--- src/hdl/qsd_pkg.sv ---
// Shared types and constants for the Q16.16 saturating divider.
package qsd_pkg;

    localparam int unsigned WORD_W = 32;

    // Signed 32-bit clamp values for the quotient
    localparam logic [WORD_W-1:0] QUOT_MAX = 32'h7FFF_FFFF;
    localparam logic [WORD_W-1:0] QUOT_MIN = 32'h8000_0000;

    // Per-item control bits carried down the pipeline
    typedef struct packed {
        logic neg;   // operand signs differ
        logic div0;  // divisor was zero
        logic hi;    // quotient magnitude is at least 2^32
    } qsd_ctrl_t;

    // Working set of one item inside the divide stages
    typedef struct packed {
        logic [WORD_W-1:0] rem;   // partial remainder
        logic [WORD_W-1:0] nlow;  // low word of the scaled dividend magnitude
        logic [WORD_W-1:0] quo;   // quotient bits developed so far
        logic [WORD_W-1:0] dmag;  // divisor magnitude
        qsd_ctrl_t         ctrl;
    } qsd_div_t;

    // Finished result
    typedef struct packed {
        logic              saturated;
        logic              divide_by_zero;
        logic [WORD_W-1:0] quotient;
    } qsd_res_t;

endpackage

--- src/hdl/qsd_skid.sv ---
// Two-entry output buffer with a registered ready toward the pipeline.
module qsd_skid (
    input  logic              clk,
    input  logic              rst_n,
    input  logic              in_valid,
    output logic              in_ready,
    input  qsd_pkg::qsd_res_t in_data,
    output logic              out_valid,
    input  logic              out_ready,
    output qsd_pkg::qsd_res_t out_data
);

    logic              main_valid_reg;
    logic              spare_valid_reg;
    qsd_pkg::qsd_res_t main_reg;
    qsd_pkg::qsd_res_t spare_reg;
    logic              main_load;

    // Main register frees up when empty or when its transfer completes
    assign main_load = !main_valid_reg || out_ready;

    always_ff @(posedge clk or negedge rst_n)
    begin
        if (!rst_n)
        begin
            main_valid_reg  <= 1'b0;
            spare_valid_reg <= 1'b0;
        end
        else if (main_load)
        begin
            if (spare_valid_reg)
            begin
                main_valid_reg  <= 1'b1;
                spare_valid_reg <= 1'b0;
            end
            else
            begin
                main_valid_reg <= in_valid;
            end
        end
        else if (in_valid && !spare_valid_reg)
        begin
            spare_valid_reg <= 1'b1;
        end
    end

    always_ff @(posedge clk)
    begin
        if (main_load)
        begin
            main_reg <= spare_valid_reg ? spare_reg : in_data;
        end
        else if (!spare_valid_reg)
        begin
            spare_reg <= in_data;
        end
    end

    assign in_ready  = !spare_valid_reg;
    assign out_valid = main_valid_reg;
    assign out_data  = main_reg;

endmodule

--- config.mk ---
export PLATFORM = sky130hd
export DESIGN_NAME = qsd_skid
export DESIGN_NICKNAME = d
export VERILOG_FILES = /design/src/hdl/qsd_pkg.sv /design/src/hdl/qsd_skid.sv
export SDC_FILE = /design/constraint.sdc
export NUM_CORES = 1
export LEC_CHECK = 0
export BUFFER_PORTS_ARGS = -buffer_cell sky130_fd_sc_hd__buf_2
export CAP_MARGIN = 15
export CORE_ASPECT_RATIO = 1.5
export CORE_UTILIZATION = 23
export CTS_BUF_LIST = sky130_fd_sc_hd__clkbuf_8
export CTS_CLUSTER_DIAMETER = 100
export DETAILED_ROUTE_END_ITERATION = 8
export SLEW_MARGIN = 0
export SYNTH_ARGS = -nofsm -noshare
export SYNTH_HDL_FRONTEND = slang
export SYNTH_SLANG_ARGS = --single-unit
export TNS_END_PERCENT = 20
--- constraint.sdc ---
create_clock -name clk -period 6.85 [get_ports clk]
set_input_delay 1.37 -clock clk [delete_from_list [all_inputs] [get_ports clk]]
set_output_delay 1.37 -clock clk [all_outputs]
set_load 0.01 [all_outputs]
==> impl_metrics.json <==
{
  "status": "finished clean",
  "r2r_slack_ns": 5.03,
  "preCtsSetupSlack_ns": 3.80,
  "grt_pass1_wl_um": 7950,
  "setup_slack_ns": 3.79,
  "dieArea_mm2": 0.0121,
  "totalPowerFinal_uw": 944,
  "max_slew_margin_pct": 27.4,
  "fmax_ghz": 0.327,
  "vdd_drop_max_mv": 0.106,
  "critPathArrivalTime_ns": 1.69,
  "fin_skew_ns": 0.00318,
  "intPower_uw": 734,
  "root_buffer": "clkbuf_8",
  "cts_tree": "done",
  "required_ns": 5.48,
  "htree_levels": 3,
  "synth_area_mm2": 0.00268,
  "drtPass1Iterations": 3,
  "drt_wl_total_um": 4890,
  "hpwlAfterDp_um": 3160,
  "numClockSinks": 70,
  "syn_to_final_growth_pct": 25.3,
  "yosys_warnings": 0,
  "grt_setup_unrepaired": "no",
  "slowest_stage": "dfrtp_2",
  "worstSetupPathType": "flop to output port",
  "dieHeight_um": 134,
  "p_seq_share_pct": 57.0,
  "critPathMaxStageDelay_ns": 1.09,
  "antenna_found_initial": 0,
  "cts-buffers-inserted": 9,
  "maxCapViolations": 0,
  "switching_share_pct": 22.3,
  "initial_core_util_pct": 24.0,
  "worst_slew_pin_slew_ns": 1.09,
  "p_sw_uw": 210,
  "finalHoldViolations": 0,
  "wl_per_cell_um": 14.0,
  "grt_max_degree": 37,
  "drc": 0,
  "cts.repair.resized": 0,
  "report.final.slew_viol_count": 0,
  "postLayoutCellArea_mm2": 0.00335,
  "syn_nets": 152,
  "drtAntennaViolNets": 0,
  "start_kind": "flop",
  "setup_tns_ns": 0,
  "avgSynthCellArea_um2": 23.5,
  "core_mm2": 0.0112,
  "grt-ovfl-total": 0,
  "cts_setup_buffers": 0,
  "cts_hold_buffers": 0,
  "postPlaceCellArea_mm2": 0.00317,
  "die_x_um": 90.1,
  "crit_path_end_kind": "output port",
  "clk_latency_ns": 0.34,
  "synth_cell_type_count": 10,
  "nets": 234,
  "ioPinCount": 74,
  "clockPowerShare_pct": 32.7,
  "vias": 1303,
  "ys_seq_elements": 70,
  "port_buffers": 73,
  "finalSetupViolations": 0,
  "diodes": 0,
  "cts.path.max_buffers": 2,
  "grt_use_total_pct": 8.75,
  "grt_pass1_vias": 1467,
  "drtIter0Drc": 80,
  "p_leak_uw": 0.00133,
  "finalCritPeriodShare_pct": 44.6,
  "p_per_area_mw_per_mm2": 282,
  "hp-class": "flop to flop",
  "syn_inst": 114,
  "path_cells": "inv_1 -> buf_2",
  "num_rows": 47,
  "final_layout_size_suffix_gt1_share_pct": 61.7,
  "yosysSeqAreaShare_pct": 78.2,
  "timing.final.crit_period_ns": 3.06,
  "cp_max_fo": 36,
  "gp_congestion": 0.639,
  "pwr-share-comb_pct": 10.3,
  "path_clk_slew_ns": 0.07,
  "viasPerCell": 3.74
}
==> per-layer routing <==
layer,part of all wire [%],GRT usage (%),vias to the layer above
li1,-,-,608
met1,45,10.5,645
met2,49,13.3,45
met3,5.2,3.57,5
met4,1.4,4.84,0
met5,0,0,-
==> area by class of cell <==
type	count	area, um2
Multi-Input combinational cell	38	508
Clock inverter	7	56.3
Clock buffer	9	124
Sequential cell	70	2090
Tap cell	147	184
Inverter	2	7.51
Fill cell	1146	7820
Timing Repair Buffer	75	380
==> power groups by stage <==
stage / clock network, uW / logic (uW) / registers [uW]
2_1_floorplan: 0 / 56.5 / 550
3_3_place_gp: 0 / 97.2 / 548
3_5_place_dp: 0 / 99.1 / 547
4_1_cts: 320 / 99.5 / 539
5_1_grt: 342 / 106 / 542
6_report: 309 / 97.2 / 538
==> final timing paths <==
kind / start / end / cells past startpoint
max in group asynchronous: rst_n / spare_valid_reg / 1
max: spare_valid_reg / in_ready / 2
min: spare_reg[6] / spare_reg[6] / 1
min reg2reg: spare_reg[6] / spare_reg[6] / 1
max reg2reg: out_valid / spare_reg[4] / 4
min in group asynchronous: rst_n / out_valid / 1
==> synth_stat cells <==
| library cell | number | area (um2) |
|---|---|---|
| nand2b_1 | 1 | 6.26 |
| buf_6 | 1 | 11.3 |
| nor2_1 | 2 | 7.51 |
| edfxtp_1 | 68 | 2040 |
| mux2_2 | 6 | 67.6 |
| nand2_1 | 1 | 3.75 |
| mux2_4 | 28 | 420 |
| buf_12 | 3 | 60.1 |
| inv_1 | 2 | 7.51 |
| dfrtp_1 | 2 | 50.1 |
==> kinds of logic after synthesis <==
group | count (synthesis) | synth area share [%]
simple gates | 4 | 0.655
mux | 34 | 18.2
buf+inv | 6 | 2.95
flops | 70 | 78.2
==> cells in the final DEF, fill, tap and decap left out, drive strengths merged <==
master  instances
buf            75
edfxtp         68
mux2           34
clkbuf          9
clkinv          6
inv             2
nor2            2
dfrtp           2
nand2b          1
nand2           1
bufinv          1
==> metrics by stage <==
| stage | hold slack, ns | utilization, % | instances |
|---|---|---|---|
| 2_1_floorplan | 0.535 | - | 114 |
| 3_3_place_gp | 0.547 | 28.4 | 332 |
| 3_5_place_dp | 0.548 | 28.4 | 332 |
| 4_1_cts | 0.566 | 30.0 | 348 |
| 5_1_grt | 0.578 | 30.0 | 348 |
| 6_report | 0.566 | 30.0 | 348 |
==> critical path: cells and delay by family, from the launching register on <==
kind | cells | cell delay [ns]
buffers and inverters | 2 | 0.25
flip-flops | 1 | 1.09
No activity file was read; power rests on OpenSTA's default activity.
