**config.mk**
```make
export PLATFORM = sky130hd
export DESIGN_NAME = qsd_div_stage
export DESIGN_NICKNAME = d
export VERILOG_FILES = /design/src/hdl/qsd_pkg.sv /design/src/hdl/qsd_div_stage.sv
export SDC_FILE = /design/constraint.sdc
export NUM_CORES = 1
export LEC_CHECK = 0
export ABC_AREA = 1
export BUFFER_PORTS_ARGS = -buffer_cell sky130_fd_sc_hd__buf_2
export CAP_MARGIN = 20
export CORE_MARGIN = 5
export CORE_UTILIZATION = 32
export DETAILED_ROUTE_END_ITERATION = 7
export GPL_TIMING_DRIVEN = 0
export HOLD_SLACK_MARGIN = 0.08
export PLACE_DENSITY = 0.68
export SYNTH_ARGS = -nofsm -noshare
export SYNTH_HDL_FRONTEND = slang
export SYNTH_SLANG_ARGS = --single-unit
```
**constraint.sdc**
```tcl
create_clock -name clk -period 1.15 [get_ports clk]
set_clock_uncertainty 0.2 [all_clocks]
set_input_delay 0.0575 -clock clk [delete_from_list [all_inputs] [get_ports clk]]
set_output_delay 0.0575 -clock clk [all_outputs]
set_load 0.01 [all_outputs]
```
**src/hdl/qsd_pkg.sv**
```systemverilog
// Shared types and constants for the Q16.16 saturating divider.
package qsd_pkg;

    localparam int unsigned WORD_W = 32;

    // Signed 32-bit clamp values for the quotient
    localparam logic [WORD_W-1:0] QUOT_MAX = 32'h7FFF_FFFF;
    localparam logic [WORD_W-1:0] QUOT_MIN = 32'h8000_0000;

    // Per-item control bits carried down the pipeline
    typedef struct packed {
        logic neg;   // operand signs differ
        logic div0;  // divisor was zero
        logic hi;    // quotient magnitude is at least 2^32
    } qsd_ctrl_t;

    // Working set of one item inside the divide stages
    typedef struct packed {
        logic [WORD_W-1:0] rem;   // partial remainder
        logic [WORD_W-1:0] nlow;  // low word of the scaled dividend magnitude
        logic [WORD_W-1:0] quo;   // quotient bits developed so far
        logic [WORD_W-1:0] dmag;  // divisor magnitude
        qsd_ctrl_t         ctrl;
    } qsd_div_t;

    // Finished result
    typedef struct packed {
        logic              saturated;
        logic              divide_by_zero;
        logic [WORD_W-1:0] quotient;
    } qsd_res_t;

endpackage

```
**src/hdl/qsd_div_stage.sv**
```systemverilog
// One restoring-division step: develops a single quotient bit.
module qsd_div_stage #(
    parameter int unsigned BIT = 0
) (
    input  logic              clk,
    input  logic              rst_n,
    input  logic              en,
    input  logic              in_valid,
    input  qsd_pkg::qsd_div_t in_data,
    output logic              out_valid,
    output qsd_pkg::qsd_div_t out_data
);

    logic [qsd_pkg::WORD_W:0]   shifted;
    logic [qsd_pkg::WORD_W:0]   trial;
    logic                       ge;
    qsd_pkg::qsd_div_t          data_next;

    logic                       valid_reg;
    qsd_pkg::qsd_div_t          data_reg;

    // Shift in the next dividend bit and try subtracting the divisor
    always_comb
    begin
        shifted = {in_data.rem, in_data.nlow[BIT]};
        trial   = shifted - {1'b0, in_data.dmag};
        ge      = (shifted >= {1'b0, in_data.dmag});
        data_next          = in_data;
        data_next.rem      = ge ? trial[qsd_pkg::WORD_W-1:0] : shifted[qsd_pkg::WORD_W-1:0];
        data_next.quo[BIT] = ge;
    end

    always_ff @(posedge clk or negedge rst_n)
    begin
        if (!rst_n)
        begin
            valid_reg <= 1'b0;
        end
        else if (en)
        begin
            valid_reg <= in_valid;
        end
    end

    always_ff @(posedge clk)
    begin
        if (en)
        begin
            data_reg <= data_next;
        end
    end

    assign out_valid = valid_reg;
    assign out_data  = data_reg;

endmodule

```
==> run_results.csv <==
group,metric,value,unit
worst_setup_path,slowest_stage,"ha_4",
timing,setup_viol,165,
clock_network,cts_root_buffer,"clkbuf_16",
worst_setup_path,r2r_cells,2,
job,drv_cap,0,
clock_network,clock-sinks,132,
timing,min_period_over_period,141,%
finish,final_util,54.9,%
placed_design,io_buffers,265,
worst_setup_path,cp_common_cell,"nand2_2",
detailed_routing,drt-initial-drc-count,365,
synthesis,synth-main-ff-cell,"edfxtp_1",
global_route,grt_pass1_wl,37400,microns
synthesis,syn_area,0.00713,sq mm
timing,hold_viol,58,
synthesis,synthAdderAreaFrac,5.90,%
global_route,overflow,0,
global_route,grt_max_degree,50,
timing,tightest_slew,508,ps
clock_network,numCtsBuffers,17,
worst_hold_path,hold_path.class,"primary input to flop",
timing,final_max_slew_viol_count,0,
status,violations,"negative hold slack, negative setup slack",
synthesis,synth-seq-cells,132,
power,p_per_area,1280,mW/mm^2
worst_setup_path,critPathKind,"primary input to flop",
placed_design,hpwl,17500,microns
synthesis,ys.warnings.count,0,
detailed_routing,drc,0,
worst_setup_path,cp_slowest_stage_delay,260,ps
detailed_routing,wl_per_cell,16.1,microns
detailed_routing,first_pass_iters,6,
synthesis,synthSimpleGateAreaFrac,25.8,%
synthesis,yosys-mux-area-fraction,0.158,%
synthesis,netlist_instances,780,
timing,period_needed,1630,ps
synthesis,synthesis.nets,948,
worst_hold_path,min_path_cells,1,
clock_network,cts.path.max_buffers,2,
synthesis,ys_seq_area_share,55.5,%
global_route,track_usage,18.6,%
synthesis,synth_cell_types,28,
worst_setup_path,worst_ep_arrival_time,1600,ps
synthesis,netlist_top_cells_area,"edfxtp_1 55%, nand2_1 14%, inv_1 7.9%",
finish,syn_to_final_growth,68.6,%
synthesis,synthXorXnorAreaFrac,1.72,%
worst_setup_path,cp_top_family,"simple AND/OR/NAND/NOR gates",
clock_network,clock_latency,420,ps
floorplan,rows,54,
clock_network,clkTransAtPathRegs,70,ps
floorplan,floorplan.core_area,0.0219,sq mm
placed_design,pre_cts_slack,-1210,ps
placed_design,globalplace.congestion,0.880,
floorplan,initial_utilization,32.6,%
timing,rsz0062_at_grt,"yes",
worst_setup_path,path_depth,13,
synthesis,synth_compound_area_share,1.82,%
timing,fin_ws,-476,ps
floorplan,die_y,159,microns
clock_network,cts_tree,"done",
timing,setup_tns,-19930,ps
global_route,antenna_found_initial,3,
clock_network,htreeDepth,4,
synthesis,yosys.area.top_type,"edfxtp_1",
synthesis,async_flop_share,0.758,%
timing,fmax,615,MHz
floorplan,die_x,159,microns
timing,relSlewSlack,66.1,%
worst_setup_path,worstSetupStartpointType,"primary input",
detailed_routing,drt_wl_total,24400,microns
timing,hold_slack,-364,ps
power,peakVddDrop,0.910,mV
floorplan,dieArea,0.0254,sq mm
finish,final_nets,1386,
floorplan,pin_count,267,
synthesis,synth_edf_count,131,
finish,layout-drive-gt1-share,44.5,%
synthesis,synth_top_cell_area_share,55.2,%
power,power_leakage,0.00570,uW
worst_setup_path,worst-path-max-fanout,8,
worst_setup_path,critPathBufInv,2,
synthesis,synth_top_family_by_area,"simple AND/OR/NAND/NOR gates",
detailed_routing,ant_nets,0,
synthesis,synth_area_per_cell,9.14,sq um
status,status,"complete, but fails checks",
worst_setup_path,worstPathRequired,1130,ps
worst_setup_path,crit_path_end_kind,"flop",
detailed_routing,vias,6632,
detailed_routing,vias_per_cell,4.38,
worst_setup_path,crit_chain,"buf_8, ha_4, nand2_2, nand2_2, nand2_2, nand2_2, a21oi_2, nand2_1, nor2_4, nand2_8, buf_12, nand3_2, nand2_2",
global_route,first_global_vias,6821,
-- kinds of logic (layout without fill, tap and decap cells) --
| logic type | after synthesis | after routing |
|---|---|---|
| AND/OR/NAND/NOR | 415 | 415 |
| buffers and inverters | 160 | 611 |
| flip-flops | 132 | 132 |
| multiplexers | 1 | 1 |
| adder cells (fa/ha/maj) | 33 | 33 |
| XOR/XNOR | 14 | 14 |
| AO/OA/AOI/OAI | 25 | 25 |
| other | 0 | 2 |
-- cell usage in the layout, fill, tap and decap left out, types with 2 or more instances in the layout --
| cell | netlist | routed |
|---|---|---|
| nand3b_1 | 11 | 11 |
| a21oi_1 | 21 | 17 |
| nand4_1 | 3 | 3 |
| buf_12 | 2 | 2 |
| nand2_4 | 1 | 23 |
| inv_2 | 0 | 31 |
| inv_8 | 0 | 3 |
| a21o_1 | 2 | 2 |
| and2_1 | 8 | 8 |
| nor3_1 | 6 | 2 |
| nor2_4 | 1 | 9 |
| nor2_2 | 3 | 6 |
| diode_2 | 0 | 2 |
| ha_4 | 0 | 31 |
| o21ai_1 | 0 | 2 |
| xor2_1 | 13 | 13 |
| inv_4 | 0 | 2 |
| inv_1 | 150 | 116 |
| nor3_2 | 3 | 5 |
| nand3_4 | 0 | 4 |
| nand2_8 | 1 | 2 |
| buf_4 | 0 | 31 |
| buf_16 | 0 | 3 |
| nand2_2 | 3 | 64 |
| edfxtp_1 | 131 | 131 |
| buf_6 | 1 | 11 |
| nor2_1 | 34 | 23 |
| clkinv_4 | 0 | 2 |
| buf_2 | 7 | 256 |
| buf_8 | 0 | 2 |
| nand3_2 | 11 | 22 |
| nand2_1 | 274 | 190 |
| dlygate4sd3_1 | 0 | 122 |
| nor3_4 | 0 | 2 |
| nand3_1 | 56 | 41 |
| inv_6 | 0 | 7 |
| clkbuf_16 | 0 | 18 |
| a21oi_2 | 0 | 3 |
-- state kept, by name, summed over array words and instances, names as in the netlist --
signal     flops
out_data     131
out_valid      1
-- Yosys cell counts (2+ instances only) --
library cell and instances:
buf_2 7, buf_12 2, nand4_1 3, nor2_1 34
nor3_1 6, nand3_2 11, nand2_2 3, nand2_1 274
nand3_1 56, a21o_1 2, ha_1 32, nor3_2 3
nand3b_1 11, a21oi_1 21, and2_1 8, inv_1 150
xor2_1 13, edfxtp_1 131, o21ai_0 2, nor2_2 3
-- final cells by class --
type | count | area [sq um]
clock buffer | 17 | 425
antenna | 2 | 5.00
inverter | 150 | 573
clock inverter | 15 | 163
multi-input combinational | 488 | 3480
buffer | 9 | 111
timing repair buffer | 420 | 2960
fill | 1947 | 9870
tap | 280 | 350
sequential | 132 | 3960
-- per-stage QoR --
step	cells	total power, uW	hold WS, ps	instance area (sq um)
final	1513	15400	-364	12000
after global routing	1513	16200	-378	12000
after CTS	1486	15300	-396	11500
after detailed placement	1326	9030	-366	9170
after global placement	1325	8990	-367	9130
after floorplan	780	7760	-438	7460
-- metal layers --
metal  part of all wire (%)  GRT usage, %  vias up
li1                       -             -     3386
met1                     42          22.5     2990
met2                     50          32.5      228
met3                    6.3          5.13       26
met4                    1.4          5.31        2
met5                  0.078             0        -
-- path summary, 6_finish.rpt --
kind,startpoint,endpoint,slack (ps)
setup / recovery,in_data[124],out_data[129]$_DFFE_PP_,-480
min in group asynchronous,rst_n,out_valid$_DFFE_PN0P_,310
hold / removal,in_data[3],out_data[3]$_DFFE_PP_,-360
max in group asynchronous,rst_n,out_valid$_DFFE_PN0P_,320
setup reg to reg,out_valid$_DFFE_PN0P_,out_valid$_DFFE_PN0P_,80
hold reg to reg,out_valid$_DFFE_PN0P_,out_valid$_DFFE_PN0P_,410
-- where the power goes --
| part | leakage, uW | switching [uW] | total [uW] | internal (uW) |
|---|---|---|---|---|
| sequential | 0.00129 | 114 | 5960 | 5850 |
| clock | 0.000288 | 2370 | 5450 | 3080 |
| combinational | 0.00412 | 2170 | 4000 | 1830 |
| total | 0.00570 | 4650 | 15400 | 10800 |
-- timing repair --
action / in CTS / in global routing
endpoints found under the setup margin: 166 / 165
pin swaps: 34 / 21
cloned: 3 / 1
hold buffers: 103 / 19
gates resized for setup: 141 / 69
setup buffers: 23 / 5
endpoints found under the hold margin: 179 / 78
No activity file was read; power rests on OpenSTA's default activity.
