[src/hdl/qsd_pkg.sv]
// Shared types and constants for the Q16.16 saturating divider.
package qsd_pkg;

    localparam int unsigned WORD_W = 32;

    // Signed 32-bit clamp values for the quotient
    localparam logic [WORD_W-1:0] QUOT_MAX = 32'h7FFF_FFFF;
    localparam logic [WORD_W-1:0] QUOT_MIN = 32'h8000_0000;

    // Per-item control bits carried down the pipeline
    typedef struct packed {
        logic neg;   // operand signs differ
        logic div0;  // divisor was zero
        logic hi;    // quotient magnitude is at least 2^32
    } qsd_ctrl_t;

    // Working set of one item inside the divide stages
    typedef struct packed {
        logic [WORD_W-1:0] rem;   // partial remainder
        logic [WORD_W-1:0] nlow;  // low word of the scaled dividend magnitude
        logic [WORD_W-1:0] quo;   // quotient bits developed so far
        logic [WORD_W-1:0] dmag;  // divisor magnitude
        qsd_ctrl_t         ctrl;
    } qsd_div_t;

    // Finished result
    typedef struct packed {
        logic              saturated;
        logic              divide_by_zero;
        logic [WORD_W-1:0] quotient;
    } qsd_res_t;

endpackage

[src/hdl/qsd_post.sv]
// Final stage: zero-divisor override, saturation and sign restore.
module qsd_post (
    input  logic              clk,
    input  logic              rst_n,
    input  logic              en,
    input  logic              in_valid,
    input  qsd_pkg::qsd_div_t in_data,
    output logic              out_valid,
    output qsd_pkg::qsd_res_t out_data
);

    logic [qsd_pkg::WORD_W-1:0] qmag;
    logic [qsd_pkg::WORD_W-1:0] clamped;
    logic                       sat;
    qsd_pkg::qsd_res_t          res_next;

    logic                       valid_reg;
    qsd_pkg::qsd_res_t          res_reg;

    always_comb
    begin
        qmag = in_data.quo;
        if (in_data.ctrl.neg)
        begin
            sat     = in_data.ctrl.hi || (qmag > qsd_pkg::QUOT_MIN);
            clamped = sat ? qsd_pkg::QUOT_MIN : qmag;
        end
        else
        begin
            sat     = in_data.ctrl.hi || qmag[qsd_pkg::WORD_W-1];
            clamped = sat ? qsd_pkg::QUOT_MAX : qmag;
        end

        if (in_data.ctrl.div0)
        begin
            res_next.quotient       = '0;
            res_next.divide_by_zero = 1'b1;
            res_next.saturated      = 1'b0;
        end
        else
        begin
            res_next.quotient       = in_data.ctrl.neg ? (~clamped + 1'b1) : clamped;
            res_next.divide_by_zero = 1'b0;
            res_next.saturated      = sat;
        end
    end

    always_ff @(posedge clk or negedge rst_n)
    begin
        if (!rst_n)
        begin
            valid_reg <= 1'b0;
        end
        else if (en)
        begin
            valid_reg <= in_valid;
        end
    end

    always_ff @(posedge clk)
    begin
        if (en)
        begin
            res_reg <= res_next;
        end
    end

    assign out_valid = valid_reg;
    assign out_data  = res_reg;

endmodule

[config.mk]
export PLATFORM = sky130hd
export DESIGN_NAME = qsd_post
export DESIGN_NICKNAME = d
export VERILOG_FILES = /design/src/hdl/qsd_pkg.sv /design/src/hdl/qsd_post.sv
export SDC_FILE = /design/constraint.sdc
export NUM_CORES = 1
export LEC_CHECK = 0
export BUFFER_PORTS_ARGS = -buffer_cell sky130_fd_sc_hd__buf_2
export CORE_ASPECT_RATIO = 2
export CORE_MARGIN = 1
export CORE_UTILIZATION = 38
export CTS_CLUSTER_DIAMETER = 200
export DETAILED_ROUTE_END_ITERATION = 10
export MAX_ROUTING_LAYER = met4
export PLACE_DENSITY = 0.89
export SLEW_MARGIN = 20
export SYNTH_ARGS = -nofsm -noshare
export SYNTH_HDL_FRONTEND = slang
export SYNTH_SLANG_ARGS = --single-unit
export TNS_END_PERCENT = 10
[constraint.sdc]
create_clock -name clk -period 0.8 [get_ports clk]
set_input_delay 0.04 -clock clk [delete_from_list [all_inputs] [get_ports clk]]
set_output_delay 0.04 -clock clk [all_outputs]
set_load 0.02 [all_outputs]
==> key figures, run 1 <==
Worst setup path
  • Crit start category: input pin
  • Critical path class: in -> reg
  • Data required, critical path: 0.81 ns
  • CP endpoint kind: register
  • Worst Path Arrival: 2.51 ns
  • Crit-path max FO: 5

Synthesis
  • Post-synth ARST share: 2.86%
  • Syn_nets: 410
  • Mapped Cells: 274
  • Sequential area share after synthesis: 43.5%
  • Mapped Area: 0.00241 mm^2
  • EDFF count, synth: 34
  • #FFs+latches synth: 35
  • Count of different cell masters after synthesis: 51
  • Warnings from Yosys: 0
  • Synth Area per Inst: 8.78 um^2
  • Main flop type after synthesis: edfxtp_1

Finish
  • Most common cell after layout, fill and taps aside: buf_4
  • Area grow syn2layout: 69.1%
  • Final net count: 588
  • ANT cells: 0
  • FILL cells: 519
  • Share of layout cells above drive strength 1: 49.9%
  • Most frequent cells in the layout: buf_4 (102), buf_2 (71), nor2_1 (43)
  • Non-filler instance count after layout: 537

Routing
  • DR WL/cell: 18.6 um
  • DR iter-0 viols: 158
  • Routed Antenna Nets: 0
  • Pre-Repair DR Iteration Count: 5
  • DRC viols: 0
  • DR vias/cell: 5.88
  • Vias: 3157
  • Detailed Route WL: 10000 um

Clocking
  • CTS tree: yes
  • Clock Pin Slew Worst Setup and Hold Paths: 0.06 ns
  • Clk sink count: 35
  • Root buffer cell: clkbuf_16
  • Cts bufs inserted: 5
  • Clk buf depth: 2
  • Worst-Skew Late Latency: 0.28 ns
  • CTS H-tree lvls: 2

STA
  • Worst-Margin Slew: 0.445 ns
  • Final Setup Violations: 68
  • Setup WS post-layout: -1.69 ns
  • Fmax: 0.401 GHz
  • RSZ-0062 raised after global routing: true
  • Sum Neg Setup Slack: -49.16 ns
  • Slew margin rel.: 70.2%
  • Final Hold Fails: 0
  • Final period util: 311%
  • Fin crit period: 2.49 ns
  • Setup Skew: 0 ns
  • Final slew viol count: 0

Pwr
  • Cell Pwr Density: 1560 mW/mm^2
  • Worst VDD drop: 923 uV
  • P_leak: 1.73 nW

Run
  • Max Cap Viol: 0

Floorplan
  • Initial core utilization: 39.7%
  • Site Rows: 40
  • Vert. Die Dim: 115 um
  • Core area: 0.00606 mm^2
  • DIE WIDTH: 58.3 um
  • Top Ports: 170
  • Die Area: 0.00667 mm^2

GRT
  • Global route overflow: 0
  • Pin count of the biggest net entering global routing: 20
  • Initial antenna violation count: 0
  • Vias in the first global route: 3041
  • First-pass GRT wire length: 15200 um
  • All-layer global routing usage: 31.7%

Placed design
  • Half-perimeter wire length after placement: 7770 um
  • PortBufs: 73
  • Gp weighted congestion: 1.01
  • Placed cell count: 523

Outcome
  • Outcome: finished, violations left
  • Failing checks: setup timing

Min path
  • Hold/Removal Path Class: in -> async
==> final timing paths <==
path	startpoint	end	slack, ns	cells past startpoint
setup / recovery	in_data[64]	out_data[28]$_SDFFCE_PP0P_	-1.69	12
min in group clk	en	out_data[6]$_SDFFCE_PP0P_	0.16	1
hold / removal	rst_n	out_valid$_DFFE_PN0P_	0.06	2
setup reg to reg	out_valid$_DFFE_PN0P_	out_valid$_DFFE_PN0P_	0.05	1
hold reg to reg	out_valid$_DFFE_PN0P_	out_valid$_DFFE_PN0P_	0.52	1
max in group asynchronous	rst_n	out_valid$_DFFE_PN0P_	0.66	2
==> cells in the mapped netlist, drive strengths merged (2+ instances only) <==
cell type | n | area, um^2
o31ai | 3 | 22.5
edfxtp | 34 | 1020
o221ai | 2 | 17.5
nand3 | 9 | 45.0
nor2b | 3 | 18.8
a221oi | 2 | 17.5
or4b | 2 | 20.0
nand4 | 5 | 31.3
o21a | 2 | 15.0
a21oi | 24 | 120
o211ai | 3 | 22.5
nor4 | 8 | 68.8
clkinv | 2 | 7.51
or2 | 4 | 25.0
o21ai | 11 | 55.1
a311oi | 7 | 61.3
inv | 2 | 7.51
o22ai | 9 | 56.3
nor2 | 48 | 180
or3 | 4 | 25.0
buf | 3 | 22.5
nand2 | 25 | 93.8
a211oi | 4 | 30.0
a21o | 3 | 22.5
clkbuf | 10 | 37.5
a211o | 2 | 17.5
or4 | 5 | 48.8
a31oi | 3 | 18.8
nor3 | 17 | 85.1
==> worst max-delay path, stage by stage <==
cell and delay, ns:
buf_6 0.09, or4_4 0.53, or4b_4 0.53, nor4_4 0.18, or2_4 0.21, o21ai_4 0.07, ha_4 0.21, nand2_4 0.08
nor2_4 0.05, or2_4 0.27, nand4_1 0.09, a41oi_2 0.13
==> registers in the layout, indices dropped and copies added, names as in the netlist <==
name and count:
out_valid 1, out_data 34
==> repair_timing <==
action,4_1_cts,5_1_grt
endpoints found under the hold margin,2,0
cloned,0,0
gates resized for setup,24,11
pin swaps,21,7
hold buffers,2,0
setup buffers,2,2
setup endpoints to repair,68,68
==> cell type report <==
| cell class | instances | area, um^2 | share of cell area [%] |
|---|---|---|---|
| Tap cell | 84 | 105 | 2.58 |
| Clock buffer | 6 | 139 | 3.41 |
| Multi-Input combinational cell | 222 | 1460 | 35.9 |
| Timing Repair Buffer | 184 | 1270 | 31.2 |
| Sequential cell | 35 | 1050 | 25.7 |
| Inverter | 4 | 15.0 | 0.369 |
| Clock inverter | 2 | 35.0 | 0.861 |
==> routing by layer <==
layer / vias up / part of all wire [%] / GRT usage [%]
li1: 1428 / - / -
met5: - / 0 / -
met3: 53 / 5.8 / 2.82
met4: 0 / 6.5 / 21.7
met2: 196 / 53 / 55.5
met1: 1480 / 35 / 32.3
==> kinds of logic after synthesis <==
kind of cell             synth area share (%)
adder cells (fa/ha/maj)                 0.520
flip-flops                               43.5
AO/OA/AOI/OAI                            23.7
buffers and inverters                    3.12
XOR/XNOR                                0.364
AND/OR/NAND/NOR                          28.4
multiplexers                            0.468
==> where the power goes <==
group	switching [mW]	leakage, nW	internal [mW]
Clock	0.772	0.0868	1.55
Combinational	1.00	1.31	0.762
Sequential	0.0417	0.340	2.21
Total	1.82	1.73	4.52
==> per-stage QoR <==
step	hold WS (ns)	setup slack, ns	util (%)	total power, mW	instance area [um^2]
after floorplan	-0.256	-2.08	-	3.01	2450
after global placement	-0.185	-2.14	60.9	3.88	3690
after detailed placement	-0.181	-2.20	60.9	3.90	3690
after CTS	0.0597	-1.68	66.1	6.28	4000
after global routing	0.0682	-1.74	67.2	6.52	4070
final	0.0598	-1.69	67.2	6.34	4070
No activity file was read; power rests on OpenSTA's default activity.
==> run 2, diff against run 1 <==
Settings changed: MAX_ROUTING_LAYER met4 to not set.
==> key figures, run 2 (synthesis results as in run 1) <==
Floorplan
  • Initial core utilization: 39.7% (unchanged)
  • Die Area: 0.00667 mm^2 (unchanged)
  • Core area: 0.00606 mm^2 (unchanged)
  • Vert. Die Dim: 115 um (unchanged)
  • DIE WIDTH: 58.3 um (unchanged)
  • Site Rows: 40 (unchanged)
  • Top Ports: 170 (unchanged)

STA
  • Final period util: 310% (was 311%)
  • RSZ-0062 raised after global routing: true (unchanged)
  • Worst-Margin Slew: 0.522 ns (was 0.445 ns)
  • Final slew viol count: 0 (unchanged)
  • Hold Slack: -0.00190 ns (was 0.0598 ns)
  • Sum Neg Setup Slack: -48.10 ns (was -49.16 ns)
  • Fmax: 0.403 GHz (was 0.401 GHz)
  • Setup Skew: 0 ns (unchanged)
  • Setup WS post-layout: -1.68 ns (was -1.69 ns)
  • Final Hold Fails: 1 (was 0)
  • Final Setup Violations: 68 (unchanged)
  • Fin crit period: 2.48 ns (was 2.49 ns)
  • Slew margin rel.: 65.0% (was 70.2%)

Worst setup path
  • Worst r2r src: out_valid$_DFFE_PN0P_ (unchanged)
  • Crit start category: input pin (unchanged)
  • CP endpoint kind: register (unchanged)
  • R2R cell count: 1 (unchanged)
  • Worst Path Arrival: 2.62 ns (was 2.51 ns)
  • Data required, critical path: 0.94 ns (was 0.81 ns)
  • R2r setup slk: 0.05 ns (about the same)
  • Crit-path max FO: 5 (unchanged)
  • Critical path class: in -> reg (unchanged)
  • RR Endpoint: out_valid$_DFFE_PN0P_ (unchanged)

Finish
  • Utilization after layout: 66.4% (was 67.2%)
  • Area grow syn2layout: 67.2% (was 69.1%)
  • Design area: 0.00402 mm^2 (was 0.00407 mm^2)
  • ANT cells: 0 (unchanged)
  • Multi-input logic area: 0.00150 mm^2 (was 0.00146 mm^2)
  • Share of layout cells above drive strength 1: 51.4% (was 49.9%)
  • FILL cells: 512 (was 519)
  • Most frequent cells in the layout: buf_4 (102), buf_2 (72), nor2_1 (40) (was buf_4 (102), buf_2 (71), nor2_1 (43))
  • Final net count: 586 (was 588)
  • Most common cell after layout, fill and taps aside: buf_4 (unchanged)
  • Seq. cell area: 0.00105 mm^2 (unchanged)
  • Max reg flops: 34 (unchanged)

Routing
  • DR WL/cell: 18.5 um (was 18.6 um)
  • DRC viols: 0 (unchanged)
  • Vias: 3081 (was 3157)
  • DR vias/cell: 5.76 (was 5.88)
  • Detailed Route WL: 9870 um (was 10000 um)
  • Routed Antenna Nets: 0 (unchanged)
  • Pre-Repair DR Iteration Count: 4 (was 5)
  • DR iter-0 viols: 147 (was 158)

Min path
  • Min-Delay Startpoint: in_valid
  • Hold worst-path end: out_valid$_DFFE_PN0P_
  • Hold/Removal Path Class: in -> reg (was in -> async)
  • Hold depth: 2

Clocking
  • Clk buf depth: 2 (unchanged)
  • Worst-Skew Late Latency: 0.28 ns (about the same)
  • CTS tree: yes (unchanged)
  • Cts bufs inserted: 5 (unchanged)
  • CTS H-tree lvls: 2 (unchanged)
  • Root buffer cell: clkbuf_16 (unchanged)
  • Clk sink count: 35 (unchanged)
  • Clock Pin Slew Worst Setup and Hold Paths: 0.05 ns (was 0.06 ns)

Placed design
  • Half-perimeter wire length after placement: 7820 um (was 7770 um)
  • PortBufs: 73 (unchanged)
  • Gp weighted congestion: 1.00 (was 1.01)
  • Placed cell area: 0.00365 mm^2 (was 0.00369 mm^2)

GRT
  • Global route overflow: 0 (unchanged)
  • First-pass GRT wire length: 15300 um (was 15200 um)
  • Vias in the first global route: 3142 (was 3041)
  • All-layer global routing usage: 31.4% (was 31.7%)
  • Initial antenna violation count: 0 (unchanged)
  • Pin count of the biggest net entering global routing: 20 (unchanged)

Pwr
  • Total chip power: 5.91 mW (was 6.34 mW)
  • Worst VDD drop: 765 uV (was 923 uV)
  • P_leak: 1.67 nW (was 1.73 nW)
  • Cell Pwr Density: 1470 mW/mm^2 (was 1560 mW/mm^2)

Outcome
  • Failing checks: hold timing, setup timing (was setup timing)
  • Outcome: finished, violations left (unchanged)

Run
  • Max Cap Viol: 0 (unchanged)
==> run 2: critical path, cell delays in order <==
cell and delay (ns):
buf_6 0.09, or4_4 0.54, or4b_4 0.53, nor4_4 0.17, or2_4 0.20, o21ai_4 0.07
ha_4 0.21, nand2_4 0.08, nor2_4 0.04, or2_4 0.27, a2111o_1 0.29, o21ai_1 0.07
==> run 2: cell type report <==
type,instances,share of cell area (%)
clock inverters,1,0.124
clock buffers,7,3.30
flip-flops and latches,35,26.0
well taps,84,2.61
repair buffers,182,30.4
inverters,4,0.373
multi-input cells,222,37.2
==> run 2: how the worst max path moves through the flow <==
stage | endpoint | start | slack, ns | depth (start not counted)
3_3_place_gp | out_data[20]$_SDFFCE_PP0P_ | in_data[64] | -2.15 | 13
2_1_floorplan | out_data[24]$_SDFFCE_PP0P_ | in_data[64] | -2.08 | 12
5_1_grt | out_data[24]$_SDFFCE_PP0P_ | in_data[64] | -1.76 | 12
6_report | out_data[24]$_SDFFCE_PP0P_ | in_data[64] | -1.68 | 12
4_1_cts | out_data[24]$_SDFFCE_PP0P_ | in_data[64] | -1.65 | 12
3_5_place_dp | out_data[20]$_SDFFCE_PP0P_ | in_data[64] | -2.20 | 13
==> run 2: repair_timing <==
item / 4_1_cts / 5_1_grt
hold endpoints to repair: 1 / 0
hold buffers: 1 / 0
gates resized for setup: 33 / 10
setup endpoints to repair: 68 / 68
buffers inserted: 2 / 2
pin swaps: 19 / 2
==> run 2: power breakdown <==
group	internal [mW]	switching (mW)
registers	2.21	0.0484
clock network	1.15	0.719
logic	0.769	1.01
total	4.13	1.78
==> run 2: per-stage QoR <==
step	setup WS [ns]	instances
floorplan	-2.08	274
global placement	-2.15	522
detailed placement	-2.20	522
CTS	-1.65	533
global route	-1.76	535
finish	-1.68	535
==> run 2: layer usage <==
layer	track usage [%]	routed length (um)	vias to the layer above
met3	3.50	520	57
met4	22.1	722	0
met1	31.7	3420	1423
met5	0	0	-
li1	-	-	1429
met2	57.4	5210	172
